`src/design/q88_pkg.sv`:
```
// ----------------------------------------------------------------------------
// q88_pkg
// Types, constants and arithmetic helpers of the Q8.8 SGD training unit.
// ----------------------------------------------------------------------------
package q88_pkg;

  localparam int FRAC_BITS  = 8;
  localparam int NUM_OUT    = 2;
  localparam int NUM_HIDDEN = 4;
  localparam int NUM_IN     = 4;

  localparam int LOSS_N = (NUM_OUT < 2) ? NUM_OUT : 2;
  localparam int HID_N  = (NUM_HIDDEN < 4) ? NUM_HIDDEN : 4;
  localparam int UPD2_N = (NUM_OUT * NUM_HIDDEN < 8) ? NUM_OUT * NUM_HIDDEN : 8;
  localparam int UPD1_N = (NUM_HIDDEN * NUM_IN < 16) ? NUM_HIDDEN * NUM_IN : 16;

  localparam int SLOPE_W = FRAC_BITS + 1;
  localparam logic [SLOPE_W-1:0] ONE_Q = SLOPE_W'(1) << FRAC_BITS;
  localparam logic signed [63:0] HALF_Q = 64'sd1 <<< (FRAC_BITS - 1);

  localparam logic [6:0] ADDR_ACT  = 7'd0;
  localparam logic [6:0] ADDR_PRE  = 7'd4;
  localparam logic [6:0] ADDR_TGT  = 7'd8;
  localparam logic [6:0] ADDR_GRAD = 7'd12;
  localparam logic [6:0] ADDR_CMD  = 7'd28;
  localparam logic [6:0] ADDR_W1   = 7'd32;
  localparam logic [6:0] ADDR_W2   = 7'd48;
  localparam logic [6:0] ADDR_DOUT = 7'd64;
  localparam logic [6:0] ADDR_DHID = 7'd68;
  localparam logic [6:0] ADDR_LOSS = 7'd76;

  localparam int CMD_LOSS = 0;
  localparam int CMD_D1   = 1;
  localparam int CMD_UPD2 = 2;
  localparam int CMD_UPD1 = 3;
  localparam int CMD_CLR  = 4;

  localparam logic [1:0] CFG_LR    = 2'd0;
  localparam logic [1:0] CFG_LEAK  = 2'd1;
  localparam logic [1:0] CFG_ERR   = 2'd2;
  localparam logic [1:0] CFG_DELTA = 2'd3;

  typedef enum logic [1:0] {OP_READ, OP_WRITE, OP_CMD} op_kind_e;

  typedef struct packed {
    op_kind_e    kind;
    logic [6:0]  addr;
    logic [31:0] data;
  } op_t;

  typedef struct packed {
    logic push;
    logic full;
  } q_ctrl_t;

  typedef enum logic [3:0] {
    ST_IDLE, ST_ERR, ST_LMUL, ST_LACC, ST_HMUL, ST_HWR, ST_UPD2, ST_UPD1, ST_CLR
  } state_e;

  function automatic state_e first_phase(input logic [4:0] c);
    if (c[CMD_LOSS]) return ST_ERR;
    if (c[CMD_D1]) return ST_HMUL;
    if (c[CMD_UPD2]) return ST_UPD2;
    if (c[CMD_UPD1]) return ST_UPD1;
    if (c[CMD_CLR]) return ST_CLR;
    return ST_IDLE;
  endfunction

  function automatic logic signed [63:0] round_q(input logic signed [63:0] p);
    logic signed [63:0] s;
    s = p + HALF_Q;
    return s >>> FRAC_BITS;
  endfunction

  function automatic logic [31:0] clamp_lim(input logic signed [63:0] v,
                                            input logic [30:0] lim);
    logic signed [63:0] l;
    logic signed [63:0] r;
    l = (lim == 31'd0) ? 64'sd1 : signed'({33'd0, lim});
    if (v < -l) r = -l;
    else if (v > l - 64'sd1) r = l - 64'sd1;
    else r = v;
    return r[31:0];
  endfunction

  function automatic logic [31:0] sgd(input logic [31:0] w, input logic [31:0] g,
                                      input logic [3:0] sh);
    logic signed [32:0] d;
    logic signed [31:0] gs;
    gs = signed'(g) >>> sh;
    d = signed'({w[31], w}) - signed'({gs[31], gs});
    if (d > 33'sd32767) return 32'd32767;
    if (d < -33'sd32768) return 32'hFFFF_8000;
    return d[31:0];
  endfunction

endpackage

```
`src/design/q88_queue.sv`:
```
// ----------------------------------------------------------------------------
// q88_queue
// Two-entry queue of classified operations between front and back.
// ----------------------------------------------------------------------------
module q88_queue import q88_pkg::*; (
  input  logic    clk_i,
  input  logic    rst_ni,
  input  q_ctrl_t ctrl_i,
  input  op_t     op_i,
  output logic    full_o,
  output logic    valid_o,
  output op_t     op_o,
  input  logic    pop_i
);

  op_t        mem_q [2];
  logic       wr_q, wr_d, rd_q, rd_d;
  logic [1:0] cnt_q, cnt_d;

  assign full_o  = cnt_q == 2'd2;
  assign valid_o = cnt_q != 2'd0;
  assign op_o    = mem_q[rd_q];

  always_comb begin
    wr_d  = wr_q ^ ctrl_i.push;
    rd_d  = rd_q ^ pop_i;
    cnt_d = cnt_q + {1'b0, ctrl_i.push} - {1'b0, pop_i};
  end

  always_ff @(posedge clk_i or negedge rst_ni) begin
    if (!rst_ni) begin
      wr_q  <= 1'b0;
      rd_q  <= 1'b0;
      cnt_q <= 2'd0;
    end else begin
      wr_q  <= wr_d;
      rd_q  <= rd_d;
      cnt_q <= cnt_d;
    end
  end

  always_ff @(posedge clk_i) begin
    if (ctrl_i.push) mem_q[wr_q] <= op_i;
  end

endmodule

```
`config.mk`:
```
export PLATFORM = sky130hd
export DESIGN_NAME = q88_queue
export DESIGN_NICKNAME = d
export VERILOG_FILES = /design/src/design/q88_pkg.sv /design/src/design/q88_queue.sv
export SDC_FILE = /design/constraint.sdc
export NUM_CORES = 1
export LEC_CHECK = 0
export BUFFER_PORTS_ARGS = -buffer_cell sky130_fd_sc_hd__buf_2
export CAP_MARGIN = 10
export CORE_UTILIZATION = 50
export DETAILED_ROUTE_END_ITERATION = 7
export PLACE_DENSITY = 0.76
export REMOVE_ABC_BUFFERS = 1
export SETUP_SLACK_MARGIN = 0.2
export SLEW_MARGIN = 40
export SYNTH_ARGS = -nofsm -noshare
export SYNTH_HDL_FRONTEND = slang
export SYNTH_SLANG_ARGS = --single-unit
```
`constraint.sdc`:
```
create_clock -name clk_i -period 2.6 [get_ports clk_i]
set_input_delay 0.39 -clock clk_i [delete_from_list [all_inputs] [get_ports clk_i]]
set_output_delay 0.39 -clock clk_i [all_outputs]
set_load 0.1 [all_outputs]
```
==> run summary <==
Number of unique standard cell types used by synthesis -> 12
Crit path DAT -> 1.80 ns
Port bufs -> 87
Startpoint of the lowest-slack register-to-register path -> wr_q
Final core utilization -> 63.4%
Number of placed I/O pins -> 89
Worst slack after detailed placement -> 0.753 ns
Pin count of the biggest net entering global routing -> 38
GR Util All Layers -> 15.1%
Synthesized-area fraction occupied by ao, oa, aoi and oai cells -> 0%
Clock edge transition at the registers on the reported setup and hold paths -> 0.10 ns
Nets@finish -> 291
CTS Buf Count -> 9
Crit path cell chain -> buf_12, mux2_4, buf_2
Die Width -> 84.1 um
Final worst slack -> 0.412 ns
Max-slew headroom -> 63.1%
Synthesis-to-finish area growth -> 20.7%
Critical path class -> reg2out
Average wire per standard cell -> 15.5 um
Area share of xor/xnor cells in the synthesized design -> 0.965%
Number of cells on the critical path -> 3
Vertical die dimension -> 84.1 um
Critical path's slowest cell -> sky130_fd_sc_hd__dfrtp_2
CP required -> 2.21 ns
Critical Path Start Type -> register
Clock tree from TritonCTS -> yes
Total number of placement rows -> 29
Startpoint of the lowest-slack hold path -> op_i[31]
Die Outline Area -> 0.00708 mm^2
Initial antenna violation count -> 0
Synth Area in Simple Gates -> 0.371%
TritonCTS Sinks -> 86
Worst-path maximum fanout -> 37
Unrepaired setup endpoints after global routing -> false
Starting density of the core -> 52.5%
Count of mapped cells out of synthesis -> 144
Final number of hold-violating endpoints -> 0
Remaining DRCs -> 18
Synthesized area -> 0.00337 mm^2
Clock latency of the later-clocked register in the worst-skew pair -> 0.35 ns
Share of the clock period used by the worst path -> 84.2%
Share of synthesized area occupied by flip-flops and latches -> 76.0%
Violated checks -> DRC
Fraction of synthesized area in multiplexers -> 18.0%
Root buf cell -> sky130_fd_sc_hd__clkbuf_8
Congestion Overflow GR -> 0
Count of state elements after synthesis -> 86
Achievable clock frequency -> 0.457 GHz
Share of cells above drive strength 1 -> 61.4%
H-tree levels -> 3
Total wirelength of the detailed-routed design -> 5010 um
Routability cong. -> 0.639
Vias per cell -> 4.93
Worst clock skew -> 0.0171 ns
Max-slew violation count -> 0
Maximum root-to-sink buffer count -> 2
Post-Route Setup TNS -> 0 ns
Antenna diode count -> 0
Yosys Warn Count -> 0
Buffering stage count on the worst path with inverters included -> 2
Adder-cell share of the synthesized area -> 1.48%
Violation count after the first detailed-route iteration -> 98
Slew of the pin with the lowest slew margin -> 0.554 ns
Most used cells in the layout excluding fill and tap cells -> 87 x sky130_fd_sc_hd__buf_2, 82 x sky130_fd_sc_hd__edfxtp_1, 39 x sky130_fd_sc_hd__mux2_4
Number of global-route vias before repair -> 1642
Number of instances on the worst hold path -> 1
Area of the core -> 0.00642 mm^2
Origin of the worst setup path -> rd_q
Count of final setup violators -> 0
Class of the worst hold path -> in2reg
Post-cts repair resize count -> 0
Wire length of the first global-routing pass -> 7730 um
Largest stage delay on the critical path -> 0.49 ns
Post-DRT Antenna Nets -> 0
Most common cell after layout, fill and taps aside -> sky130_fd_sc_hd__buf_2
Detailed-placement wirelength estimate -> 3230 um
CP endpoint kind -> primary output
Router iterations before antenna repair -> 8
Kind of cell adding the most delay to the critical path -> buffers and inverters
Tmin final -> 2.19 ns
Mapped Avg Cell Area -> 23.4 um^2
Dominant combinational cell family by area after synthesis -> multiplexers
Max_cap viols -> 0
Length in cells of the worst reg-to-reg path -> 3
Run status -> finished, violations left
Total via count after detailed routing -> 1594
[flip-flops by register name, indices dropped and copies added, names as in the netlist]
signal / cells
rd_q: 1
wr_q: 1
mem_q: 82
cnt_q: 2
[kinds of logic after synthesis]
logic type	Yosys count
xor gates and xnor gates	2
adders and majority gates	4
buffers and inverters	9
DFF	86
muxes	41
and+or+nand+nor	2
[final cells by class]
| type | count | area [um^2] |
|---|---|---|
| Fill cell | 464 | 2350 |
| Multi-Input combinational cell | 49 | 708 |
| Sequential cell | 86 | 2560 |
| Clock buffer | 9 | 124 |
| Timing Repair Buffer | 91 | 505 |
| Tap cell | 77 | 96.3 |
| Inverter | 4 | 15.0 |
| Clock inverter | 7 | 56.3 |
[metal layers]
layer  vias up  routed length [um]  GRT usage, %
met5         -                   0             0
met4         0                  79          7.99
met3         9                 334          4.25
met2        63                2400          24.7
met1       767                2200          18.3
li1        755                   -             -
[Yosys cell counts]
library cell	instances	share of area (%)
sky130_fd_sc_hd__xor2_1	1	0.26
sky130_fd_sc_hd__edfxtp_1	82	73
sky130_fd_sc_hd__or2_2	1	0.19
sky130_fd_sc_hd__buf_12	4	2.4
sky130_fd_sc_hd__ha_1	4	1.5
sky130_fd_sc_hd__nor2b_1	1	0.19
sky130_fd_sc_hd__mux2_2	2	0.67
sky130_fd_sc_hd__dfrtp_1	4	3.0
sky130_fd_sc_hd__inv_1	4	0.45
sky130_fd_sc_hd__buf_6	1	0.33
sky130_fd_sc_hd__mux2_4	39	17
sky130_fd_sc_hd__xor3_1	1	0.70
[worst paths after layout]
| check | end | slack (ns) |
|---|---|---|
| worst max-delay path | op_o[5] | 0.41 |
| worst min-delay path | mem_q[1][31] | 0.22 |
| worst max register to register | mem_q[0][3] | 1.07 |
| worst min register to register | wr_q | 0.64 |
| max in group asynchronous | rd_q | 2.06 |
| min in group asynchronous | cnt_q[0] | 0.40 |
[through the flow]
step	instances	cell area (um^2)	hold slack [ns]
after CTS	323	4070	0.207
after detailed placement	306	3880	0.207
after global routing	323	4070	0.197
after floorplan	139	3280	0.0944
final	323	4070	0.225
after global placement	306	3880	0.198
[timing repair]
| action | 4_1_cts | 5_1_grt |
|---|---|---|
| hold endpoints to repair | 4 | 0 |
| buffers inserted | 0 | 0 |
| hold buffers | 1 | 0 |
Power is not shown: default switching activity piles up to over one toggle a cycle in this logic, so the estimate is an artifact.
